**src/rtl/sp24_pkg.sv**
```systemverilog
// ----------------------------------------------------------------------------
// sp24_pkg
// Types, constants and arithmetic helpers of the sparse 2:4 matrix-vector block.
// ----------------------------------------------------------------------------
`default_nettype none

package sp24_pkg;

  localparam int unsigned MaxCols     = 1024;
  localparam int unsigned VecAddrW    = $clog2(MaxCols);
  localparam int unsigned RowCntBits  = 16;
  localparam int unsigned GrpCntW     = 8;
  localparam int unsigned CfgW        = 9;
  localparam int unsigned OffW        = 2;
  localparam logic [CfgW-1:0] GprReset = 9'd256;

  typedef enum logic {
    REQ_LOAD  = 1'b0,
    REQ_GROUP = 1'b1
  } req_e;

  typedef struct packed {
    logic               req_type;
    logic [9:0]         vec_index;
    logic signed [31:0] vec_value;
    logic signed [31:0] value_first;
    logic signed [31:0] value_second;
    logic [3:0]         meta_bits;
  } in_item_t;

  typedef struct packed {
    logic [15:0]        row_index;
    logic signed [31:0] row_sum;
  } out_item_t;

  typedef struct packed {
    logic                  vld;
    logic                  grp;
    logic                  last;
    logic [RowCntBits-1:0] row;
  } ctl_t;

  typedef struct packed {
    logic [RowCntBits-1:0] row;
    logic signed [63:0]    sum;
  } fin_t;

  function automatic logic signed [63:0] sat_add64(logic signed [63:0] a,
                                                   logic signed [63:0] b);
    logic signed [64:0] s;
    s = {a[63], a} + {b[63], b};
    if (s[64] != s[63]) begin
      return s[64] ? {1'b1, 63'd0} : {1'b0, {63{1'b1}}};
    end
    return s[63:0];
  endfunction

  function automatic logic signed [31:0] to_q16(logic signed [63:0] acc);
    logic signed [47:0] q;
    q = acc[63:16];
    if ((q[47:31] == '0) || (q[47:31] == '1)) begin
      return q[31:0];
    end
    return q[47] ? {1'b1, 31'd0} : {1'b0, {31{1'b1}}};
  endfunction

endpackage

`default_nettype wire

```
**src/rtl/sp24_out_stage.sv**
```systemverilog
// ----------------------------------------------------------------------------
// sp24_out_stage
// Output register: truncates and saturates a row sum to Q16.16 and holds it
// until the receiver takes it.
// ----------------------------------------------------------------------------
`default_nettype none

module sp24_out_stage import sp24_pkg::*; (
  input  wire logic  clk_i,
  input  wire logic  rst_ni,
  input  wire logic  fin_vld_i,
  input  wire fin_t  fin_i,
  output logic       fin_take_o,
  output logic       out_valid_o,
  input  wire logic  out_stall_i,
  output out_item_t  out_item_o
);

  logic      out_vld_q, out_vld_d;
  out_item_t out_q;

  assign fin_take_o = fin_vld_i && (!out_vld_q || !out_stall_i);

  always_comb begin
    out_vld_d = out_vld_q && out_stall_i;
    if (fin_take_o) begin
      out_vld_d = 1'b1;
    end
  end

  always_ff @(posedge clk_i or negedge rst_ni) begin
    if (!rst_ni) begin
      out_vld_q <= 1'b0;
    end else begin
      out_vld_q <= out_vld_d;
    end
  end

  always_ff @(posedge clk_i) begin
    if (fin_take_o) begin
      out_q.row_index <= fin_i.row[15:0];
      out_q.row_sum   <= to_q16(fin_i.sum);
    end
  end

  assign out_valid_o = out_vld_q;
  assign out_item_o  = out_q;

endmodule

`default_nettype wire

```
**config.mk**
```make
export PLATFORM = sky130hd
export DESIGN_NAME = sp24_out_stage
export DESIGN_NICKNAME = d
export VERILOG_FILES = /design/src/rtl/sp24_pkg.sv /design/src/rtl/sp24_out_stage.sv
export SDC_FILE = /design/constraint.sdc
export NUM_CORES = 1
export LEC_CHECK = 0
export ABC_AREA = 1
export BUFFER_PORTS_ARGS = -buffer_cell sky130_fd_sc_hd__clkbuf_2
export CAP_MARGIN = 10
export CORE_MARGIN = 10
export CORE_UTILIZATION = 37
export DETAILED_ROUTE_END_ITERATION = 10
export PLACE_DENSITY_LB_ADDON = 0.2
export SLEW_MARGIN = 40
export SYNTH_ARGS = -nofsm -noshare
export SYNTH_HDL_FRONTEND = slang
export SYNTH_SLANG_ARGS = --single-unit
```
**constraint.sdc**
```tcl
create_clock -name clk_i -period 3.2 [get_ports clk_i]
set_input_delay 0.16 -clock clk_i [delete_from_list [all_inputs] [get_ports clk_i]]
set_output_delay 0.16 -clock clk_i [all_outputs]
set_load 0.05 [all_outputs]
```
==> flow_summary_export.csv, run 1 <==
group,metric,value,unit
worst_setup_path,end_kind,"output pin",
status,outcome,"complete, no violations",
timing,layout_worst_path_cycle_share,52.39,%
routing,ant_nets,0,
worst_setup_path,cp_max_fo,14,
finish,final_common_cell,"clkbuf_2",
finish,ff_latch_area,0.001466,mm2
global_routing,overflow,0,
placement,globalplace.congestion,0.7089,
finish,fillers,473,
finish,syn2layout_area_growth,38.81,%
placement,dp_hpwl,3.804,mm
global_routing,grt_pass1_wl,7.527,mm
placement,io_buffers,117,
flow_run,drv_cap,0,
finish,diodes,0,
clock_tree,postCtsSetupRepairBufs,0,
power_and_ir_drop,fin_total_pwr,1.421,mW
power_and_ir_drop,switching_share,26.97,%
placement,postPlaceCellArea,0.002556,mm2
global_routing,grt_usage,11.21,%
timing,setup_violations,0,
yosys,yosysWarningCount,0,
global_routing,antenna_found_initial,0,
power_and_ir_drop,power_frac_seq,53.1,%
die,die_w,92.19,um
clock_tree,cts_tree,"done",
routing,drtIter0Drc,45,
routing,drt-pass1-iter-count,4,
min_path,hp-class,"in -> reg",
timing,hold_violations,0,
die,core_area,0.005075,mm2
routing,viasPerCell,4.249,
die,die_area,0.008498,mm2
power_and_ir_drop,pwr-share-clk,30.0,%
die,die_h,92.19,um
timing,fin_crit,1677,ps
clock_tree,cts.htree.levels,2,
routing,routedWlPerCell,14.18,um
routing,drc_errors,0,
clock_tree,clockBufferDepth,2,
power_and_ir_drop,internal_power,1.038,mW
finish,final_layout_size_suffix_gt1_share,48.16,%
finish,final_area,0.002676,mm2
timing,tightestPinTransition,641.7,ps
global_routing,grt_max_degree,32,
yosys,synth_area_per_cell,12.77,um2
yosys,ys_seq_area_share,76.05,%
worst_setup_path,worstPathArrival,1520,ps
clock_tree,clock_sinks,49,
clock_tree,clock_latency,290,ps
finish,finalNetCount,355,
clock_tree,cts_inserted_buffers,5,
timing,slew_headroom,57.17,%
power_and_ir_drop,p_sw,383.2,uW
worst_setup_path,reg2reg_slack,1620,ps
timing,fin_setup_tns,0,ps
worst_setup_path,worstSetupPathType,"reg -> out",
routing,wl,4.851,mm
timing,rsz0062_at_grt,"false",
yosys,synth_area,0.001928,mm2
die,ios,134,
die,row_count,26,
power_and_ir_drop,peakVddDrop,0.2894,mV
timing,slew_viol_final,0,
clock_tree,clkTransAtPathRegs,80,ps
timing,fin_skew,2.831,ps
yosys,ys_types,15,
worst_setup_path,start_kind,"flip-flop",
worst_setup_path,cp.required,3040,ps
power_and_ir_drop,power.density,530.9,mW/mm2
finish,multi_input_area,390.4,um2
yosys,ys_ff_latch,49,
global_routing,grt_pass1_vias,1470,
finish,finish.utilization,52.74,%
power_and_ir_drop,leakage,1.224,nW
finish,final_cell_mix,"clkbuf_2, nand2_1, edfxtp_1",
timing,hold_ws,36.60,ps
yosys,synth_nets,235,
power_and_ir_drop,combPwrFrac,16.9,%
timing,fmax,596.4,MHz
clock_tree,cts_root_buffer,"clkbuf_8",
yosys,syn_inst,151,
routing,vias,1453,
die,start_util,37.99,%
==> logic make-up after synthesis <==
family	share of synthesized area [%]
AO/OA/AOI/OAI	0.2593
buffers and inverters	4.282
flip-flops	76.05
AND/OR/NAND/NOR	19.40
==> Yosys cell counts <==
cell type	n	area, um2
nand2_1	72	270.3
edfxtp_1	48	1441
nor2_1	10	37.54
buf_6	6	67.56
inv_1	3	11.26
nand3_2	2	20.02
nand4_1	2	12.51
a21oi_1	1	5.000
clkbuf_1	1	3.750
dfrtp_1	1	25.02
nand2_4	1	11.26
nand3_1	1	5.000
nor2_2	1	6.260
nor3_1	1	5.000
or2_1	1	6.260
==> worst max-delay path: stages (launching register included) <==
cell	delay [ps]
dfrtp_1	430
a21oi_4	430
clkbuf_2	370
==> power by group through the flow <==
stage,sequential (mW),clock [mW],combinational [mW]
3_5_place_dp,0.770,0,0.242
4_1_cts,0.756,0.441,0.243
5_1_grt,0.759,0.471,0.257
6_report,0.755,0.426,0.240
3_3_place_gp,0.769,0,0.240
2_1_floorplan,0.892,0,0.0375
==> sequential cells by signal, indices dropped and copies added, names as in the netlist <==
name and cells:
out_item_o 48, out_valid_o 1
==> worst paths after layout <==
check / start / endpoint / depth (start not counted)
min in group asynchronous: rst_ni / out_valid_o / 2
min: fin_i[68] / out_item_o[36] / 1
max in group asynchronous: rst_ni / out_valid_o / 2
max reg2reg: out_valid_o / out_item_o[0] / 2
min reg2reg: out_valid_o / out_valid_o / 2
max: out_valid_o / fin_take_o / 2
==> what timing repair did <==
| action | in CTS | in global routing |
|---|---|---|
| hold buffers | 1 | 0 |
| endpoints found under the setup margin | 0 | 0 |
| hold endpoints to repair | 1 | 0 |
| gates resized for setup | 0 | 0 |
==> final cells by class <==
cell class / instances / area share, %
clock buffers: 5 / 2.571
repair buffers: 120 / 22.81
flip-flops and latches: 49 / 54.79
well taps: 70 / 3.273
clock inverters: 3 / 1.543
inverters: 3 / 0.4208
multi-input cells: 92 / 14.59
==> metrics by stage <==
| stage | instances | setup slack [ps] |
|---|---|---|
| final | 342 | 1523 |
| after global routing | 342 | 1410 |
| after global placement | 333 | 1601 |
| after detailed placement | 333 | 1557 |
| after floorplan | 151 | 384.3 |
| after CTS | 342 | 1493 |
==> layer usage <==
metal / track usage (%) / part of all wire (%) / vias up
li1: - / - / 740
met1: 12.45 / 42 / 632
met2: 18.59 / 48 / 75
met3: 5.134 / 9.3 / 6
met4: 3.856 / 1.1 / 0
met5: 0 / 0 / -
No activity file was read; power rests on OpenSTA's default activity.
==> run 2: changes to the inputs <==
Clock period 3.2 ns to 1.45 ns, I/O delays scaled along.
==> flow_summary_export.csv, run 2 (synthesis gave the netlist of run 1 again) <==
group,metric,value,unit
timing,fin_crit,1358,ps
global_routing,antenna_found_initial,0,
routing,drc_errors,0,
power_and_ir_drop,pwr-share-clk,33.3,%
global_routing,grt_usage,12.33,%
global_routing,grt_max_degree,32,
worst_setup_path,worstPathArrival,1410,ps
routing,highest_layer,"met4",
clock_tree,clockBufferDepth,2,
power_and_ir_drop,peakVddDrop,0.4619,mV
finish,ff_latch_area,0.001468,mm2
placement,dp_cells,334,
routing,vias,1553,
finish,final_layout_size_suffix_gt1_share,47.46,%
clock_tree,clock_latency,300,ps
clock_tree,cts.htree.levels,2,
worst_setup_path,worstSetupPathType,"in -> reg",
placement,dp_hpwl,3.938,mm
finish,finalNetCount,378,
worst_setup_path,critical-path-top-delay-family,"buffers and inverters",
timing,slew_headroom,79.93,%
routing,wl_met3,421,um
worst_setup_path,cp.required,1500,ps
worst_setup_path,critPathBufInv,3,
worst_setup_path,cp_max_fo,14,
power_and_ir_drop,combPwrFrac,18.1,%
placement,postPlaceCellArea,0.002605,mm2
worst_setup_path,max_stage_delay,530,ps
finish,final_cell_mix,"clkbuf_2, nand2_1, edfxtp_1",
global_routing,grt_pass1_vias,1649,
global_routing,overflow,0,
clock_tree,clock_sinks,49,
routing,drt-pass1-iter-count,4,
die,start_util,37.99,%
timing,setup_ws,91.55,ps
timing,fmax,736.1,MHz
clock_tree,cts_tree,"done",
min_path,hp-class,"in -> reg",
timing,hold_ws,25.92,ps
power_and_ir_drop,p_sw,882.0,uW
routing,wl,5.383,mm
routing,met1Wirelength,2.082,mm
die,die_area,0.008498,mm2
global_routing,grt_pass1_wl,8.411,mm
worst_setup_path,start_kind,"input port",
timing,setup_violations,0,
routing,drtIter0Drc,51,
timing,fin_skew,10.93,ps
power_and_ir_drop,power.density,1131,mW/mm2
timing,tightestPinTransition,302.3,ps
finish,final_cells,365,
timing,layout_worst_path_cycle_share,93.69,%
die,core_area,0.005075,mm2
finish,syn2layout_area_growth,57.50,%
power_and_ir_drop,leakage,1.379,nW
worst_setup_path,cp_slowest_cell,"dlygate4sd3_1",
routing,viasPerCell,4.255,
finish,final_area,0.003037,mm2
clock_tree,clkTransAtPathRegs,100,ps
timing,slew_viol_final,0,
clock_tree,cts_root_buffer,"clkbuf_8",
power_and_ir_drop,power_frac_seq,48.6,%
finish,largest_register_ffs,48,
worst_setup_path,end_kind,"flip-flop",
finish,diodes,0,
routing,ant_nets,0,
placement,globalplace.congestion,0.7166,
placement,io_buffers,117,
die,row_count,26,
routing,routedWlPerCell,14.75,um
finish,multi_input_area,414.1,um2
finish,fillers,449,
placement,place_ws,142.0,ps
die,die_h,92.19,um
timing,rsz0062_at_grt,"false",
power_and_ir_drop,internal_power,2.551,mW
power_and_ir_drop,switching_share,25.69,%
die,ios,134,
timing,hold_violations,0,
power_and_ir_drop,fin_total_pwr,3.433,mW
timing,fin_setup_tns,0,ps
routing,wl_met2,2.798,mm
status,outcome,"complete, no violations",
clock_tree,cts_inserted_buffers,5,
die,die_w,92.19,um
flow_run,drv_cap,0,
finish,finish.utilization,59.84,%
worst_setup_path,cp_cell_sequence,"dlygate4sd3_1 > clkbuf_2 > nand3_1 > nor2_1 > nand2_2 > nand3_4 > buf_8 > nand2_1",
finish,final_common_cell,"clkbuf_2",
run 2: worst paths after layout:
kind / slack (ps) / startpoint / end / cells after the start
setup / recovery: 90 / fin_i[63] / out_item_o[5] / 8
setup reg to reg: 130 / out_valid_o / out_item_o[28] / 2
hold / removal: 30 / fin_i[34] / out_item_o[18] / 3
min in group asynchronous: 80 / rst_ni / out_valid_o / 2
hold reg to reg: 550 / out_valid_o / out_valid_o / 2
max in group asynchronous: 1270 / rst_ni / out_valid_o / 2
run 2: per-layer routing:
| metal | vias up | GRT usage, % |
|---|---|---|
| met5 | - | 0 |
| met4 | 0 | 4.370 |
| met3 | 6 | 4.971 |
| met2 | 73 | 21.47 |
| met1 | 682 | 13.20 |
| li1 | 792 | - |
run 2: power groups by stage:
stage | combinational (mW) | clock [mW] | sequential [mW]
after CTS | 0.614 | 1.18 | 1.67
final | 0.622 | 1.14 | 1.67
after global placement | 0.549 | 0 | 1.70
after global routing | 0.664 | 1.23 | 1.68
after detailed placement | 0.555 | 0 | 1.70
after floorplan | 0.0845 | 0 | 1.97
run 2: area by class of cell:
type,count,share of cell area [%]
clock buffer,5,2.266
clock inverter,3,2.266
inverter,3,0.3708
multi-input combinational,92,13.64
sequential,49,48.33
tap,70,2.884
timing repair buffer,143,30.24
run 2: repair_timing:
item / in CTS / in global routing
resized for setup: 0 / 6
cloned: 1 / 1
setup buffers: 0 / 2
pin swaps: 0 / 1
hold endpoints to repair: 19 / 0
endpoints found under the setup margin: 1 / 30
hold buffers: 19 / 0
run 2: worst register-to-register path, delay by kind of cell (launching register included):
family                 cells  cell delay, ps
buffers and inverters      1             370
DFF                        1             440
AOI/OAI and AO/OA          1             220
==> run 3: changes to the inputs <==
Clock period 1.45 ns to 1.4 ns, I/O delays scaled along.
==> flow_summary_export.csv, run 3 (synthesis gave the netlist of run 1 again) <==
group,metric,value,unit
power_and_ir_drop,power_frac_seq,53.5,%
placement,place_ws,126.1,ps
finish,diodes,0,
power_and_ir_drop,peakVddDrop,0.4322,mV
die,ios,134,
timing,slew_viol_final,0,
global_routing,grt_max_degree,32,
min_path,hp-class,"in -> reg",
timing,layout_worst_path_cycle_share,91.43,%
worst_setup_path,end_kind,"output pin",
worst_setup_path,worstSetupPathType,"reg -> out",
routing,routedWlPerCell,14.33,um
worst_setup_path,cp_max_fo,7,
timing,fin_crit,1280,ps
clock_tree,cts.htree.levels,2,
worst_setup_path,cp.required,1330,ps
routing,ant_nets,0,
power_and_ir_drop,internal_power,2.331,mW
die,start_util,37.99,%
finish,final_cells,369,
die,die_area,0.008498,mm2
finish,syn2layout_area_growth,55.03,%
worst_setup_path,setup.worst_path.start,"out_valid_o",
routing,wl,5.289,mm
routing,vias,1564,
power_and_ir_drop,switching_share,27.86,%
timing,setup_violations,0,
worst_setup_path,worstPathArrival,1210,ps
clock_tree,cts_root_buffer,"clkbuf_8",
power_and_ir_drop,pwr-share-clk,26.4,%
placement,dp_hpwl,3.887,mm
clock_tree,clockBufferDepth,2,
clock_tree,cts_inserted_buffers,5,
routing,drt-pass1-iter-count,4,
timing,fmax,781.2,MHz
finish,largest_register_ffs,48,
clock_tree,postCtsResizedCells,0,
clock_tree,clock_sinks,49,
timing,hold_violations,0,
placement,globalplace.congestion,0.7368,
timing,tightestPinTransition,317.2,ps
global_routing,grt_pass1_vias,1613,
global_routing,antenna_found_initial,0,
routing,viasPerCell,4.238,
placement,postPlaceCellArea,0.002625,mm2
power_and_ir_drop,power.density,1081,mW/mm2
routing,drtIter0Drc,79,
die,row_count,26,
timing,fin_skew,7.219,ps
flow_run,drv_cap,0,
finish,final_cell_mix,"clkbuf_2, nand2_1, edfxtp_1",
routing,drc_errors,0,
finish,final_layout_size_suffix_gt1_share,47.49,%
clock_tree,cts_tree,"done",
timing,fin_setup_tns,0,ps
clock_tree,clkTransAtPathRegs,80,ps
placement,dp_cells,335,
timing,rsz0062_at_grt,"false",
timing,slew_headroom,78.84,%
die,die_w,92.19,um
finish,fillers,430,
power_and_ir_drop,combPwrFrac,20.1,%
clock_tree,clock_latency,300,ps
die,die_h,92.19,um
power_and_ir_drop,leakage,1.373,nW
timing,setup_ws,120.0,ps
finish,final_area,0.002989,mm2
global_routing,grt_usage,12.16,%
worst_setup_path,start_kind,"flip-flop",
placement,io_buffers,117,
status,outcome,"complete, no violations",
min_path,min-delay-start,"out_stall_i",
power_and_ir_drop,p_sw,900.2,uW
finish,final_common_cell,"clkbuf_2",
worst_setup_path,r2r_start,"out_valid_o",
global_routing,grt_pass1_wl,8.252,mm
finish,finalNetCount,382,
die,core_area,0.005075,mm2
global_routing,overflow,0,
[run 3: cell count changes in the layout (fill, tap and decap cells not counted), sizes merged]
cell / before / now
bufinv: 2 / 0
clkinv: 0 / 2
inv: 4 / 3
buf: 6 / 11
[run 3: cell type report]
cell class | instances | area (um2) | area share, %
Sequential cell | 49 | 1468 | 49.10
Multi-Input combinational cell | 92 | 390.4 | 13.06
Tap cell | 70 | 87.58 | 2.930
Clock buffer | 6 | 82.58 | 2.763
Clock inverter | 2 | 13.76 | 0.4604
Inverter | 3 | 11.26 | 0.3767
Timing Repair Buffer | 147 | 935.9 | 31.31
[run 3: power groups by stage]
stage,combinational [mW],sequential [mW],clock (mW)
after detailed placement,0.582,1.76,0
after global placement,0.577,1.76,0
after global routing,0.692,1.73,0.943
after floorplan,0.0876,2.04,0
after CTS,0.644,1.73,0.883
final,0.650,1.73,0.854
[run 3: metrics by stage]
stage               hold WS (ps)  total power, mW  util (%)
finish                     26.82            3.231     58.90
CTS                        5.716            3.255     58.16
floorplan                 -225.6            2.125         -
global placement          -154.6            2.335     51.73
detailed placement        -153.9            2.343     51.73
global route               30.26            3.370     58.90
[run 3: routing by layer]
layer / part of all wire, % / routed length, um / vias up / GRT usage [%]
met5: 0 / 0 / - / 0
met2: 50 / 2631 / 73 / 20.82
li1: - / - / 798 / -
met1: 40 / 2094 / 687 / 13.06
met3: 8.9 / 470 / 6 / 5.053
met4: 1.8 / 93 / 0 / 4.756
[run 3: timing repair]
action                     4_1_cts  5_1_grt
setup buffers                    1        5
hold endpoints to repair        19        0
pin swaps                        1        0
setup endpoints to repair        1        1
hold buffers                    19        0
gates cloned                     1        0
[run 3: path summary, 6_finish.rpt]
path / to / slack [ps] / depth (start not counted)
min in group asynchronous: out_valid_o / 80 / 2
worst max-delay path: fin_take_o / 120 / 3
worst min register to register: out_valid_o / 550 / 2
worst min-delay path: out_valid_o / 30 / 3
max in group asynchronous: out_valid_o / 1230 / 2
worst max register to register: out_item_o[6] / 150 / 3
[run 3: critical path, cell delays in order (launching register included)]
cell     delay (ps)
dfrtp_2         440
a21oi_4         210
buf_12          140
buf_12          130
